File: src/sv/twec_pkg.sv
// ----------------------------------------------------------------------------
// twec_pkg: shared types and constants of the time window event clusterer
// Holds field widths, register indexes and the cluster record that travels
// from the front end through the queue to the output stage.
// ----------------------------------------------------------------------------
package twec_pkg;

  localparam int INDEX_BITS_DEF = 24;
  localparam int QUEUE_DEPTH    = 2;

  localparam int STAMP_W   = 32;
  localparam int DUR_W     = 24;
  localparam int INDEX_W   = 24;
  localparam int COUNT_W   = 25;
  localparam int END_W     = 33;
  localparam int CFG_IDX_W = 2;

  localparam logic [COUNT_W-1:0] COUNT_MAX = {COUNT_W{1'b1}};

  typedef enum logic [CFG_IDX_W-1:0] {
    CFG_WINDOW_START = 2'd0,
    CFG_WINDOW_END   = 2'd1,
    CFG_GROUP_SPAN   = 2'd2
  } cfg_reg_t;

  // Snapshot of one cluster; the length is formed from it in the output stage.
  typedef struct packed {
    logic [INDEX_W-1:0] first_index;
    logic [COUNT_W-1:0] count;
    logic [STAMP_W-1:0] start;
    logic [END_W-1:0]   latest_end;
  } cluster_rec_t;

  // Results caused by one item: the cluster it closed, then the one it flushed.
  typedef struct packed {
    logic         closed_vld;
    logic         flushed_vld;
    cluster_rec_t closed;
    cluster_rec_t flushed;
  } q_entry_t;

  typedef struct packed {
    logic [STAMP_W-1:0] window_start;
    logic [STAMP_W-1:0] window_end;
    logic [STAMP_W-1:0] group_span;
  } cfg_regs_t;

endpackage

File: src/sv/twec_front.sv
// ----------------------------------------------------------------------------
// twec_front: event classifier and open cluster tracker
// Tests each item against the window and the join limit, updates the open
// cluster and hands the clusters an item reports to the queue.
// ----------------------------------------------------------------------------
module twec_front #(
  parameter int INDEX_BITS = twec_pkg::INDEX_BITS_DEF
) (
  input  logic                             clk,
  input  logic                             rst_n,
  input  twec_pkg::cfg_regs_t              cfg,
  input  logic                             accept,
  input  logic [twec_pkg::STAMP_W-1:0]     stamp,
  input  logic [twec_pkg::DUR_W-1:0]       span_ms,
  input  logic                             last_entry,
  output logic                             push,
  output twec_pkg::q_entry_t               push_entry
);

  logic                           open_r, open_nxt;
  logic [INDEX_BITS-1:0]          position_r, position_nxt;
  logic [twec_pkg::STAMP_W-1:0]   start_r, start_nxt;
  logic [twec_pkg::INDEX_W-1:0]   index_r, index_nxt;
  logic [twec_pkg::COUNT_W-1:0]   count_r, count_nxt;
  logic [twec_pkg::END_W-1:0]     latest_r, latest_nxt;

  logic [twec_pkg::STAMP_W-1:0]   span_eff;
  logic [twec_pkg::END_W-1:0]     join_limit;
  logic [twec_pkg::END_W-1:0]     ev_end;
  logic [31:0]                    pos_ext;
  logic                           in_window;
  logic                           joins;
  logic                           closes;
  logic                           flushes;

  assign span_eff   = (cfg.group_span == '0) ? twec_pkg::STAMP_W'(1) : cfg.group_span;
  assign join_limit = {1'b0, start_r} + {1'b0, span_eff};
  assign ev_end     = {1'b0, stamp} + twec_pkg::END_W'(span_ms);
  assign pos_ext    = 32'(position_r);
  assign in_window  = (stamp >= cfg.window_start) && (stamp < cfg.window_end);
  assign joins      = open_r && ({1'b0, stamp} < join_limit);
  assign closes     = in_window && open_r && !joins;

  always_comb begin
    open_nxt     = open_r;
    start_nxt    = start_r;
    index_nxt    = index_r;
    count_nxt    = count_r;
    latest_nxt   = latest_r;
    position_nxt = position_r;
    flushes      = 1'b0;
    if (accept) begin
      if (in_window) begin
        if (joins) begin
          if (count_r != twec_pkg::COUNT_MAX) begin
            count_nxt = count_r + twec_pkg::COUNT_W'(1);
          end
          if (ev_end > latest_r) begin
            latest_nxt = ev_end;
          end
        end else begin
          open_nxt   = 1'b1;
          start_nxt  = stamp;
          index_nxt  = pos_ext[twec_pkg::INDEX_W-1:0];
          count_nxt  = twec_pkg::COUNT_W'(1);
          latest_nxt = ev_end;
        end
      end
      if (last_entry) begin
        flushes      = open_nxt;
        open_nxt     = 1'b0;
        position_nxt = '0;
      end else begin
        position_nxt = position_r + {{(INDEX_BITS-1){1'b0}}, 1'b1};
      end
    end
  end

  always_comb begin
    push_entry.closed_vld             = closes;
    push_entry.flushed_vld            = flushes;
    push_entry.closed.first_index     = index_r;
    push_entry.closed.count           = count_r;
    push_entry.closed.start           = start_r;
    push_entry.closed.latest_end      = latest_r;
    push_entry.flushed.first_index    = index_nxt;
    push_entry.flushed.count          = count_nxt;
    push_entry.flushed.start          = start_nxt;
    push_entry.flushed.latest_end     = latest_nxt;
  end

  assign push = accept && (closes || flushes);

  always_ff @(posedge clk) begin
    if (!rst_n) begin
      open_r     <= 1'b0;
      position_r <= '0;
    end else begin
      open_r     <= open_nxt;
      position_r <= position_nxt;
    end
  end

  always_ff @(posedge clk) begin
    start_r  <= start_nxt;
    index_r  <= index_nxt;
    count_r  <= count_nxt;
    latest_r <= latest_nxt;
  end

endmodule

File: src/sv/twec_queue.sv
// ----------------------------------------------------------------------------
// twec_queue: short queue of pending result entries
// Separates the front end from the output stage so that each can stall on
// its own; holds one entry per item that reports at least one cluster.
// ----------------------------------------------------------------------------
module twec_queue #(
  parameter int DEPTH = twec_pkg::QUEUE_DEPTH
) (
  input  logic               clk,
  input  logic               rst_n,
  input  logic               push,
  input  twec_pkg::q_entry_t push_entry,
  input  logic               pop,
  output twec_pkg::q_entry_t head,
  output logic               empty,
  output logic               full
);

  localparam int PTR_W = (DEPTH > 1) ? $clog2(DEPTH) : 1;
  localparam int CNT_W = $clog2(DEPTH + 1);

  twec_pkg::q_entry_t entries_r [DEPTH];
  logic [PTR_W-1:0]   wr_ptr_r, wr_ptr_nxt;
  logic [PTR_W-1:0]   rd_ptr_r, rd_ptr_nxt;
  logic [CNT_W-1:0]   count_r, count_nxt;

  assign head  = entries_r[rd_ptr_r];
  assign empty = (count_r == '0);
  assign full  = (count_r == CNT_W'(DEPTH));

  always_comb begin
    wr_ptr_nxt = wr_ptr_r;
    rd_ptr_nxt = rd_ptr_r;
    count_nxt  = count_r;
    if (push) begin
      wr_ptr_nxt = (wr_ptr_r == PTR_W'(DEPTH - 1)) ? '0 : wr_ptr_r + PTR_W'(1);
    end
    if (pop) begin
      rd_ptr_nxt = (rd_ptr_r == PTR_W'(DEPTH - 1)) ? '0 : rd_ptr_r + PTR_W'(1);
    end
    if (push && !pop) begin
      count_nxt = count_r + CNT_W'(1);
    end else if (pop && !push) begin
      count_nxt = count_r - CNT_W'(1);
    end
  end

  always_ff @(posedge clk) begin
    if (!rst_n) begin
      wr_ptr_r <= '0;
      rd_ptr_r <= '0;
      count_r  <= '0;
    end else begin
      wr_ptr_r <= wr_ptr_nxt;
      rd_ptr_r <= rd_ptr_nxt;
      count_r  <= count_nxt;
    end
  end

  always_ff @(posedge clk) begin
    if (push) begin
      entries_r[wr_ptr_r] <= push_entry;
    end
  end

endmodule

File: src/sv/twec_back.sv
// ----------------------------------------------------------------------------
// twec_back: result output stage
// Unpacks each queue entry into one or two result items, forms the cluster
// length and holds the item in the output register until it is taken.
// ----------------------------------------------------------------------------
module twec_back (
  input  logic                           clk,
  input  logic                           rst_n,
  input  twec_pkg::q_entry_t             head,
  input  logic                           empty,
  output logic                           pop,
  output logic                           out_valid,
  input  logic                           out_stall,
  output logic [twec_pkg::INDEX_W-1:0]   out_first_index,
  output logic [twec_pkg::COUNT_W-1:0]   out_member_count,
  output logic [twec_pkg::STAMP_W-1:0]   out_cluster_start,
  output logic [twec_pkg::END_W-1:0]     out_cluster_length,
  output logic                           out_last_of_run
);

  logic                         valid_r, valid_nxt;
  logic                         second_r, second_nxt;
  logic                         load;
  logic                         use_closed;
  twec_pkg::cluster_rec_t       rec;
  logic [twec_pkg::INDEX_W-1:0] index_r;
  logic [twec_pkg::COUNT_W-1:0] count_r;
  logic [twec_pkg::STAMP_W-1:0] start_r;
  logic [twec_pkg::END_W-1:0]   length_r;
  logic                         last_r;

  // The output register may take a new item when it is empty or being taken.
  assign load       = (!valid_r || !out_stall) && !empty;
  assign use_closed = head.closed_vld && !second_r;
  assign rec        = use_closed ? head.closed : head.flushed;

  always_comb begin
    valid_nxt  = valid_r;
    second_nxt = second_r;
    pop        = 1'b0;
    if (!valid_r || !out_stall) begin
      valid_nxt = !empty;
    end
    if (load) begin
      if (use_closed && head.flushed_vld) begin
        second_nxt = 1'b1;
      end else begin
        second_nxt = 1'b0;
        pop        = 1'b1;
      end
    end
  end

  always_ff @(posedge clk) begin
    if (!rst_n) begin
      valid_r  <= 1'b0;
      second_r <= 1'b0;
    end else begin
      valid_r  <= valid_nxt;
      second_r <= second_nxt;
    end
  end

  always_ff @(posedge clk) begin
    if (load) begin
      index_r  <= rec.first_index;
      count_r  <= rec.count;
      start_r  <= rec.start;
      length_r <= rec.latest_end - {1'b0, rec.start};
      last_r   <= !(use_closed && head.flushed_vld);
    end
  end

  assign out_valid          = valid_r;
  assign out_first_index    = index_r;
  assign out_member_count   = count_r;
  assign out_cluster_start  = start_r;
  assign out_cluster_length = length_r;
  assign out_last_of_run    = last_r;

endmodule

File: src/sv/time_window_event_clusterer_core.sv
// ----------------------------------------------------------------------------
// time_window_event_clusterer_core: greedy fixed span event clustering
// Groups timed events inside a configurable window into clusters and
// reports first index, member count, start time and length of each.
// ----------------------------------------------------------------------------
// Usage:
//   Events enter on the in_ channel (in_valid / in_stall) in nondecreasing
//   stamp order. An item is taken at each edge where in_valid is high and
//   in_stall is low. Cluster reports leave on the out_ channel under the same
//   rule; out_last_of_run marks the final report caused by one input item.
//   The cfg_ channel writes window_start (0), window_end (1) and group_span
//   (2) with a valid/ready handshake; cfg_ready is always high and writes to
//   index 3 are dropped. Registers are meant to change only while idle.
//   Throughput is one item per cycle while in_stall is low. The first report
//   of an item is written into the queue and then loaded into the output
//   register. An item that closes one cluster and flushes another produces
//   two reports, one after the other, so the output register and its
//   one-port drain set the sustained rate in that case.
//   A receiver stall freezes the output register; the two-entry queue behind
//   it fills, and in_stall rises only when that queue is full.
//   Reset (rst_n low, synchronous) closes any open cluster, restarts the
//   stream position at zero, empties the queue and restores register
//   defaults (window 0 to 0xFFFFFFFF, group span 1).
// ----------------------------------------------------------------------------
module time_window_event_clusterer_core #(
  parameter int INDEX_BITS = twec_pkg::INDEX_BITS_DEF
) (
  input  logic                             clk,
  input  logic                             rst_n,
  // event input
  input  logic                             in_valid,
  output logic                             in_stall,
  input  logic [twec_pkg::STAMP_W-1:0]     in_stamp,
  input  logic [twec_pkg::DUR_W-1:0]       in_span_ms,
  input  logic                             in_last_entry,
  // cluster reports
  output logic                             out_valid,
  input  logic                             out_stall,
  output logic [twec_pkg::INDEX_W-1:0]     out_first_index,
  output logic [twec_pkg::COUNT_W-1:0]     out_member_count,
  output logic [twec_pkg::STAMP_W-1:0]     out_cluster_start,
  output logic [twec_pkg::END_W-1:0]       out_cluster_length,
  output logic                             out_last_of_run,
  // register writes
  input  logic                             cfg_valid,
  output logic                             cfg_ready,
  input  logic [twec_pkg::CFG_IDX_W-1:0]   cfg_index,
  input  logic [twec_pkg::STAMP_W-1:0]     cfg_wdata
);

  twec_pkg::cfg_regs_t cfg_r, cfg_nxt;
  twec_pkg::q_entry_t  push_entry;
  twec_pkg::q_entry_t  head;
  logic                accept;
  logic                push;
  logic                pop;
  logic                q_empty;
  logic                q_full;

  // Configuration registers. Writes are always taken; an unused index is
  // simply ignored.
  assign cfg_ready = 1'b1;

  always_comb begin
    cfg_nxt = cfg_r;
    if (cfg_valid) begin
      case (twec_pkg::cfg_reg_t'(cfg_index))
        twec_pkg::CFG_WINDOW_START: cfg_nxt.window_start = cfg_wdata;
        twec_pkg::CFG_WINDOW_END:   cfg_nxt.window_end   = cfg_wdata;
        twec_pkg::CFG_GROUP_SPAN:   cfg_nxt.group_span   = cfg_wdata;
        default:                    cfg_nxt              = cfg_r;
      endcase
    end
  end

  always_ff @(posedge clk) begin
    if (!rst_n) begin
      cfg_r.window_start <= '0;
      cfg_r.window_end   <= '1;
      cfg_r.group_span   <= twec_pkg::STAMP_W'(1);
    end else begin
      cfg_r <= cfg_nxt;
    end
  end

  // The input side backs up only when the queue has no room for another
  // entry, so a full output register alone never stops the front end.
  assign in_stall = q_full;
  assign accept   = in_valid && !q_full;

  twec_front #(
    .INDEX_BITS (INDEX_BITS)
  ) u_front (
    .clk        (clk),
    .rst_n      (rst_n),
    .cfg        (cfg_r),
    .accept     (accept),
    .stamp      (in_stamp),
    .span_ms    (in_span_ms),
    .last_entry (in_last_entry),
    .push       (push),
    .push_entry (push_entry)
  );

  twec_queue #(
    .DEPTH (twec_pkg::QUEUE_DEPTH)
  ) u_queue (
    .clk        (clk),
    .rst_n      (rst_n),
    .push       (push),
    .push_entry (push_entry),
    .pop        (pop),
    .head       (head),
    .empty      (q_empty),
    .full       (q_full)
  );

  twec_back u_back (
    .clk                (clk),
    .rst_n              (rst_n),
    .head               (head),
    .empty              (q_empty),
    .pop                (pop),
    .out_valid          (out_valid),
    .out_stall          (out_stall),
    .out_first_index    (out_first_index),
    .out_member_count   (out_member_count),
    .out_cluster_start  (out_cluster_start),
    .out_cluster_length (out_cluster_length),
    .out_last_of_run    (out_last_of_run)
  );

endmodule
File: config.mk
export PLATFORM = sky130hd
export DESIGN_NAME = time_window_event_clusterer_core
export DESIGN_NICKNAME = d
export VERILOG_FILES = /design/src/sv/twec_pkg.sv /design/src/sv/twec_front.sv /design/src/sv/twec_queue.sv /design/src/sv/twec_back.sv /design/src/sv/time_window_event_clusterer_core.sv
export SDC_FILE = /design/constraint.sdc
export NUM_CORES = 1
export LEC_CHECK = 0
export BUFFER_PORTS_ARGS = -buffer_cell sky130_fd_sc_hd__buf_2
export CORE_MARGIN = 3
export CORE_UTILIZATION = 30
export DETAILED_ROUTE_END_ITERATION = 7
export PLACE_DENSITY = 0.5
export RECOVER_POWER = 50
export SYNTH_ARGS = -nofsm -noshare
export SYNTH_HDL_FRONTEND = slang
export SYNTH_SLANG_ARGS = --single-unit
File: constraint.sdc
create_clock -name clk -period 20 [get_ports clk]
set_input_delay 2 -clock clk [delete_from_list [all_inputs] [get_ports clk]]
set_output_delay 2 -clock clk [all_outputs]
set_load 0.1 [all_outputs]
* Word level (Yosys, flattened, before mapping)
Memory sizes are Yosys's and may differ from the RTL's. A register that Yosys moved wholly into a read port is not among the register bits.
Index checks and enable logic that the tools add are counted.
** Word-level totals
- Register bits after elaboration :: 356
- Bits in writable memories :: 460
- Bits of input ports :: 96
- Output and inout port bits :: 118
- Logic and storage cells :: 99
- Memories kept :: 1
** Cells by class
- Add/subtract/negate cells :: 9
- Order comparisons :: 4
- Equal/unequal tests :: 4
- Mux-type cells :: 33
- Reduce and logical (&&, ||, !) cells :: 29
** Memory list
- u_queue.entries_r :: depth 2, bits a word 230, read ports 1, clocked after Yosys merged registers in 1, write ports 1, RTL line twec_queue.sv:22 : twec_pkg::q_entry_t entries_r [DEPTH];
** Operators by type and width (count)
- 33-bit two-way mux :: 4
- 32-bit two-way mux :: 4
- 114-bit two-way mux :: 1
- 25-bit two-way mux :: 4
- 24-bit two-way mux :: 4
- 32-bit by 24-bit adder with 33-bit output :: 1
- 32-bit by 32-bit adder with 33-bit output :: 1
- 33-bit greater-than comparator :: 1
- 32-bit by 33-bit < comparator with 1-bit output :: 1
- 33-bit by 32-bit subtractor with 33-bit output :: 1
- 32-bit greater-or-equal comparator :: 1
- 32-bit zero test :: 1
- 32-bit < comparator :: 1
- 25-bit by 1-bit adder with 25-bit output (second input constant) :: 1
- 25-bit != test (second input constant) :: 1
- 24-bit by 1-bit adder with 24-bit output (second input constant) :: 1
- 1-bit two-way mux :: 14
- 1-bit logical AND :: 11
- 1-bit zero test :: 9
- 2-bit AND reduction :: 3
- 2-bit == test (second input constant) :: 2
- 2-bit zero test :: 2
- 2-bit two-way mux :: 2
- 1-bit adder (second input constant) :: 2
- 5 further kinds :: 6

* Depth between registers and ports, before layout
- Depth after elaboration :: 15
- Mapped depth :: 29
- Mapped depth without buffers :: 29

* Hierarchy
A second synthesis with hierarchy kept.
** Unflattened totals
- Cells, all modules :: 3139
- Area total of the unflattened synthesis :: 40123.5 um^2
** By module, submodules not included
- twec_queue :: instances 1, cells an instance 738, area an instance 17837.1 um^2, seq. area each 13913.3 um^2
- twec_front :: instances 1, cells an instance 1301, area an instance 11397.2 um^2, seq. area each 2782.7 um^2
- twec_back :: instances 1, cells an instance 705, area an instance 6856.6 um^2, seq. area each 3493.4 um^2
- time_window_event_clusterer_core :: instances 1, cells an instance 395, area an instance 4032.6 um^2, seq. area each 1921.8 um^2

* Least setup slack after synthesis
OpenSTA, ideal clock, no wires.
- Path kind :: register -> register
- Start :: register cfg_r[24] (netlist bit)
- End :: register u_queue.wr_ptr_r
- Arrival :: 16.055 ns
- Data required time :: 19.890 ns
- Path slack :: 3.835 ns
- Cell stages (with the launch flop) :: 27
- Cells stage by stage :: dfxtp_1 > nor4_1 > nand4_1 > o21bai_1 > ha_1 > fa_1 > a211oi_2 > o211ai_2 > and4bb_4 > o31a_1 > o21ai_1 > nand2b_1 > a21o_1 > a21o_1 > a21oi_1 > xor2_1 > ha_1 > o21ai_0 > nand2b_1 > a21oi_1 > nor4_1 > o21ai_0 > or3_1 > nor3_1 > o21bai_1 > a21oi_1 > o21a_1
** Between the ends
- Word-level cells in the longest chain between the ends :: 11
- Elaborated cells between the ends (all ways) :: 13
** RTL lines
- from (decl) :: RTL line time_window_event_clusterer_core.sv:51 : twec_pkg::cfg_regs_t cfg_r, cfg_nxt;
- from (signal assigned) :: RTL line time_window_event_clusterer_core.sv:82 : cfg_r <= cfg_nxt;
- 32-bit zero test :: RTL line twec_front.sv:36 : assign span_eff = (cfg.group_span == '0) ? twec_pkg::STAMP_W'(1) : cfg.group_span;
- 32-bit two-way mux (*) :: RTL line twec_front.sv:36
- 32-bit by 32-bit adder with 33-bit output (*) :: RTL line twec_front.sv:37 : assign join_limit = {1'b0, start_r} + {1'b0, span_eff};
- 32-bit by 33-bit < comparator with 1-bit output (*) :: RTL line twec_front.sv:41 : assign joins = open_r && ({1'b0, stamp} < join_limit);
- 1-bit logical AND (*) :: RTL line twec_front.sv:41
- 1-bit two-way mux :: RTL line twec_front.sv:54 : if (joins) begin
- 1-bit two-way mux :: RTL line twec_front.sv:53 : if (in_window) begin
- 1-bit two-way mux :: RTL line twec_front.sv:69 : if (last_entry) begin
- 1-bit two-way mux :: RTL line twec_front.sv:52 : if (accept) begin
- 1-bit logical OR (*) :: RTL line twec_front.sv:92 : assign push = accept && (closes || flushes);
- 1-bit logical AND (*) :: RTL line twec_front.sv:92
- to (signal assigned) :: RTL line twec_queue.sv:54 : wr_ptr_r <= wr_ptr_nxt;
- to (decl) :: RTL line twec_queue.sv:23 : logic [PTR_W-1:0] wr_ptr_r, wr_ptr_nxt;
Mark *: on every way between the ends. The rest lies on a longest branch, timed or not.
A chain may end at the register's enable or synchronous reset.

* Final worst setup path
- Start :: register cfg_r[25] (netlist bit)
- End :: memory u_queue.entries_r[0][155] (netlist bit), enable pin
** Between the ends
- Word-level cells in the longest chain between the ends :: 13
- Elaborated cells between the ends (all ways) :: 15
** RTL lines
- 32-bit zero test :: RTL line twec_front.sv:36
- 32-bit two-way mux (*) :: RTL line twec_front.sv:36
- 32-bit by 32-bit adder with 33-bit output (*) :: RTL line twec_front.sv:37
- 32-bit by 33-bit < comparator with 1-bit output (*) :: RTL line twec_front.sv:41
- 1-bit logical AND (*) :: RTL line twec_front.sv:41
- 1-bit two-way mux :: RTL line twec_front.sv:54
- 1-bit two-way mux :: RTL line twec_front.sv:53
- 1-bit two-way mux :: RTL line twec_front.sv:69
- 1-bit two-way mux :: RTL line twec_front.sv:52
- 1-bit logical OR (*) :: RTL line twec_front.sv:92
- 1-bit logical AND (*) :: RTL line twec_front.sv:92
- 1-bit two-way mux (*) :: RTL line twec_queue.sv:61 : if (push) begin
- 1-bit two-way mux (implied by the code) (*) :: RTL line twec_queue.sv:62 : entries_r[wr_ptr_r] <= push_entry;
- to (decl) :: RTL line twec_queue.sv:22
Marks and branches as above.

==> results.md <==
- The tree is rooted in a sky130_fd_sc_hd__clkbuf_16.
- The number of gates resized after CTS is 0.
- The total wire length after detailed routing is 89,700 µm.
- The slew at the pin closest to its max-slew limit is 7.58 ns.
- The initialized floorplan defines 127 standard-cell rows.
- In this run the count of I/O pins placed on the die edge is 214.
- The main combinational cell family by area after synthesis is multiplexers.
- The initial utilization of the core area, before any placement, comes to 30.4%.
- The clock input transition at the sequential cells of the worst setup and hold paths is 0.06 ns.
- The first routing iteration left 1,249 violations.
- Synthesis produced a netlist with a net count of 3,012.
- The xor and xnor area share after synthesis is 3.10%.
- The count of endpoints failing hold in the final timing report is 0.
- Subtracting the final worst setup slack from the clock period gives 11.34 ns.
- The total of buffers placed on input and output ports is 212.
- The portion of total power attributed to combinational logic is 37.5%.
- The simple-gate share of the synthesized area is 7.62%.
- The H-tree depth is 3.
- The maximum frequency from static timing analysis is 88.2 MHz.
- The cell count after synthesis is 2,695.
- The count of cells along the worst hold path is 0.
- The static leakage is 15.5 nW.
- The count of nets left with antenna violations once routing finished came out at 0.
- Of the post-synthesis cell area, the dominant cell type holds 47.1%.
- The cell area after technology mapping is 0.0367 mm².
- Summing the areas of all compound-gate instances in the mapped netlist gives 8.21% of the synthesized area.
- The clock latency on the worst-skew pair is 0.67 ns.
- The die outline height is 356 µm.
- The number of global-route vias before repair came to 21,800.
- After the last flow step, the layout net total stands at 3,233.
- Of the synthesized area, sequential elements account for 60.3%.
- The synthesis-to-layout area growth is 15.3%.
- The congestion estimate from routability-driven global placement came to 0.806.
- The final critical path takes up 56.7% of the cycle.
- The worst-case clock buffer depth is 3.
- The fraction of final layout cells sized beyond drive strength 1 is 13.6%.
- The primary flip-flop cell chosen by synthesis mapping is sky130_fd_sc_hd__edfxtp_1.
- The clock net in this run drives a total of 817 sinks.
- In this run the critical register-to-register path is captured at u_queue.entries_r[0][155].
- Entering global routing, the biggest net connects 127 pins.
- The flip-flop and latch count after synthesis is 817.
- In this run, distinct cell masters in the synthesized netlist total 81.
- The die covers 0.127 mm².
- The number of synthesized flops with an enable pin is 575.
- Dividing the detail-routed wire length by the instance count gives 19.5 µm.
- The CTS tree is yes.
- The average instance area after synthesis is 13.6 µm².
- The design internal power is 0.00408 W.
- Of the total power, the share spent switching nets is 39.5%.
- The critical setup path kind is reg -> reg.
- The worst setup path is captured at a flop.
- The count of hold-fix buffers inserted at cts is 0.
- Sequential cells burn 37.2% of the power.
- The worst register-to-register path has a setup slack of 8.66 ns.
- The share of total power dissipated in the clock network is 25.3%.
- The run finished, with violations left.
- The hold-critical path endpoint is u_queue.entries_r[1][225].
- Of the total synthesized cell area, the portion taken by full adders, half adders and majority gates is 7.60%.
- Data on the critical path is required at its endpoint by 20.03 ns.
- The detailed-route via count is 21,700.
- The fraction of registers with async set or reset after synthesis is 0%.
- The number of endpoints failing setup at the final stage is 0.
- In this run the post-CTS setup repair buffer count came out at 0.
- During synthesis, Yosys emitted a total of 0 warnings.
- The analysis attributes to net switching a power of 0.00267 W.
- The HPWL after detailed placement is 62,900 µm.
- Setup repair after global routing left no endpoint under its margin.
- The cell depth of the worst flop-to-flop path is 26.
- TritonCTS created 94 clock buffers.
- The first-pass GRT wire length is 136,000 µm.
- The number of max-cap violations is 12.
- The number of filler cells placed in the layout is 11,900.
- The kind of launch point of the worst setup path is a flop.
- The share of cell area taken by muxes after synthesis is 10.1%.
- The power density relative to cell area is 159 mW/mm².
- The number of pins exceeding their max-slew limit in the final report is 603.
- The critical hold path startpoint is u_front.index_r[21].
- The initial antenna violation count was 5.
- In the routed design, unresolved DRC markers number 0.
- The via density per instance is 4.71.
- Global routing used 14.1% of the available tracks across all layers.
- The checks that failed: max-capacitance violations, max-slew violations.
- Summing all placed instances gives a cell area of 0.0395 mm².
- The area of all placed cells without fillers is 0.0423 mm².
- In this run the worst path has a maximum fanout of 126.
- The peak supply drop is 0.000111 V.
- The area of the placeable core is 0.121 mm².
- The cell type contributing the most total cell area after synthesis is sky130_fd_sc_hd__edfxtp_1.
- The width of the die is 356 µm.
- The worst slew margin relative to its limit is -405%.
- After routing, the total negative slack on setup checks comes to 0 ns.
- Clock skew on the completed layout was measured at 0.0303 ns.
- The classification of the worst-slack hold path is reg -> reg.
- The overall overflow remaining after global route is 0.
- For this run, the detailed router's first-pass iteration total came to 5.
- The source of the worst register-to-register timing path is cfg_r[25].
- By area the synthesized netlist is led by sky130_fd_sc_hd__edfxtp_1 47%, sky130_fd_sc_hd__dfxtp_1 13%, sky130_fd_sc_hd__ha_1 7.4%.
- Data arrives at the worst endpoint at 11.37 ns.
-- logic make-up after synthesis --
group,count (synthesis)
multiplexers,206
XOR/XNOR,130
buffers and inverters,274
AND/OR/NAND/NOR,598
adder cells (fa/ha/maj),221
AO/OA/AOI/OAI,448
flip-flops,817
other,1
-- power groups by stage --
stage          sequential [W]  clock [W]  combinational (W)
2_1_floorplan         0.00321          0            0.00130
3_3_place_gp          0.00252          0            0.00259
3_5_place_dp          0.00252          0            0.00260
4_1_cts               0.00249    0.00176            0.00261
5_1_grt               0.00255    0.00183            0.00277
6_report              0.00251    0.00170            0.00253
-- critical path: stages (launching register included) --
cell	delay [ns]
sky130_fd_sc_hd__dfxtp_1	0.33
sky130_fd_sc_hd__nor4_1	0.42
sky130_fd_sc_hd__nand4_1	0.25
sky130_fd_sc_hd__o21bai_1	0.23
sky130_fd_sc_hd__ha_1	0.24
sky130_fd_sc_hd__fa_1	0.25
sky130_fd_sc_hd__a211oi_1	0.11
sky130_fd_sc_hd__o211ai_1	0.38
sky130_fd_sc_hd__and4bb_4	0.31
sky130_fd_sc_hd__o21bai_1	0.15
sky130_fd_sc_hd__nand2_1	0.10
sky130_fd_sc_hd__nand2_1	0.08
sky130_fd_sc_hd__o21ai_0	0.27
sky130_fd_sc_hd__a21oi_1	0.11
sky130_fd_sc_hd__o21bai_1	0.19
sky130_fd_sc_hd__xnor2_1	0.09
sky130_fd_sc_hd__ha_1	0.27
sky130_fd_sc_hd__nand2_1	0.06
sky130_fd_sc_hd__o21ai_0	0.19
sky130_fd_sc_hd__a2111oi_0	0.09
sky130_fd_sc_hd__nand4_1	0.10
sky130_fd_sc_hd__a31oi_1	0.05
sky130_fd_sc_hd__or3_1	0.51
sky130_fd_sc_hd__nor3_1	0.24
sky130_fd_sc_hd__o21bai_1	0.18
sky130_fd_sc_hd__a21oi_4	0.16
sky130_fd_sc_hd__clkbuf_1	5.27
-- synthesized netlist by cell type, types with 40 or more instances --
| cell type | number |
|---|---|
| sky130_fd_sc_hd__a21o_1 | 50 |
| sky130_fd_sc_hd__nor2_1 | 116 |
| sky130_fd_sc_hd__edfxtp_1 | 575 |
| sky130_fd_sc_hd__mux4_2 | 114 |
| sky130_fd_sc_hd__dfxtp_1 | 242 |
| sky130_fd_sc_hd__a21boi_0 | 67 |
| sky130_fd_sc_hd__o21ai_0 | 62 |
| sky130_fd_sc_hd__a21oi_1 | 120 |
| sky130_fd_sc_hd__xor2_1 | 54 |
| sky130_fd_sc_hd__inv_1 | 162 |
| sky130_fd_sc_hd__clkbuf_1 | 81 |
| sky130_fd_sc_hd__ha_1 | 218 |
| sky130_fd_sc_hd__nand3_1 | 45 |
| sky130_fd_sc_hd__xnor2_1 | 76 |
| sky130_fd_sc_hd__nand2_1 | 254 |
| sky130_fd_sc_hd__nand4_1 | 40 |
| sky130_fd_sc_hd__mux2_1 | 53 |
-- worst max-delay path by stage --
stage / from / endpoint
global route: cfg_r[25] / u_queue.entries_r[0][38]
floorplan: cfg_r[24] / u_queue.wr_ptr_r
detailed placement: cfg_r[25] / u_queue.entries_r[1][151]
CTS: cfg_r[25] / u_queue.entries_r[1][176]
global placement: cfg_r[25] / u_queue.entries_r[1][37]
finish: cfg_r[25] / u_queue.entries_r[0][155]
-- final cells by class --
cell class	count	area, µm²	area share [%]
Antenna cell	2	5.00	0.0118
Clock buffer	126	2540	6.01
Inverter	162	608	1.44
Multi-Input combinational cell	1604	13400	31.7
Clock inverter	48	542	1.28
Sequential cell	817	22100	52.3
Timing Repair Buffer	237	1060	2.50
Tap cell	1612	2020	4.77
-- layout by cell type (no fill, tap or decap), types with 16 or more instances in the layout --
master                      count
sky130_fd_sc_hd__mux2_4        21
sky130_fd_sc_hd__a21o_1        50
sky130_fd_sc_hd__nand4_1       40
sky130_fd_sc_hd__nor2b_1       21
sky130_fd_sc_hd__nand2b_1      16
sky130_fd_sc_hd__clkbuf_16     94
sky130_fd_sc_hd__mux2_1        65
sky130_fd_sc_hd__nand2_1      254
sky130_fd_sc_hd__o211ai_1      40
sky130_fd_sc_hd__nor4_1        19
sky130_fd_sc_hd__a21oi_1      118
sky130_fd_sc_hd__ha_1         218
sky130_fd_sc_hd__clkinv_2      18
sky130_fd_sc_hd__nor2_1       115
sky130_fd_sc_hd__dfxtp_1      242
sky130_fd_sc_hd__edfxtp_1     575
sky130_fd_sc_hd__buf_2         93
sky130_fd_sc_hd__inv_1        162
sky130_fd_sc_hd__mux4_2       114
sky130_fd_sc_hd__o21ai_0       63
sky130_fd_sc_hd__nand3_1       46
sky130_fd_sc_hd__and3_1        19
sky130_fd_sc_hd__clkbuf_1     155
sky130_fd_sc_hd__o21a_1        23
sky130_fd_sc_hd__xor2_1        54
sky130_fd_sc_hd__nor3_1        26
sky130_fd_sc_hd__xnor2_1       76
sky130_fd_sc_hd__a21boi_0      68
-- per-stage QoR --
stage,hold WS (ns),power [W],util [%],std cells,worst slack [ns]
floorplan,0.418,0.00450,-,2695,3.83
global placement,0.425,0.00512,32.7,4432,12.22
detailed placement,0.433,0.00512,32.7,4432,12.17
CTS,0.445,0.00686,35.3,4606,12.15
global route,0.461,0.00715,35.1,4606,7.50
finish,0.443,0.00674,35.1,4608,8.66
-- state kept, by name, indices dropped and copies added (netlist names), 2 cells and up, named ones only --
name and count:
u_queue.entries_r 460, u_back.out_cluster_length 33, cfg_r 96, u_back.out_first_index 24, u_back.out_member_count 25, u_front.position_r 24, u_front.index_r 24, u_front.start_r 32
u_queue.count_r 2, u_front.count_r 25, u_back.out_cluster_start 32, u_front.latest_r 33
-- per-layer routing --
metal  GRT usage (%)  up-vias  share of wire [%]
li1                -    10500                  -
met4            3.22        0                1.9
met1            19.8    10700                 48
met2            22.5      425                 45
met5               0        -                  0
met3            2.81      110                4.7
Power figures use the tool's default switching activity.
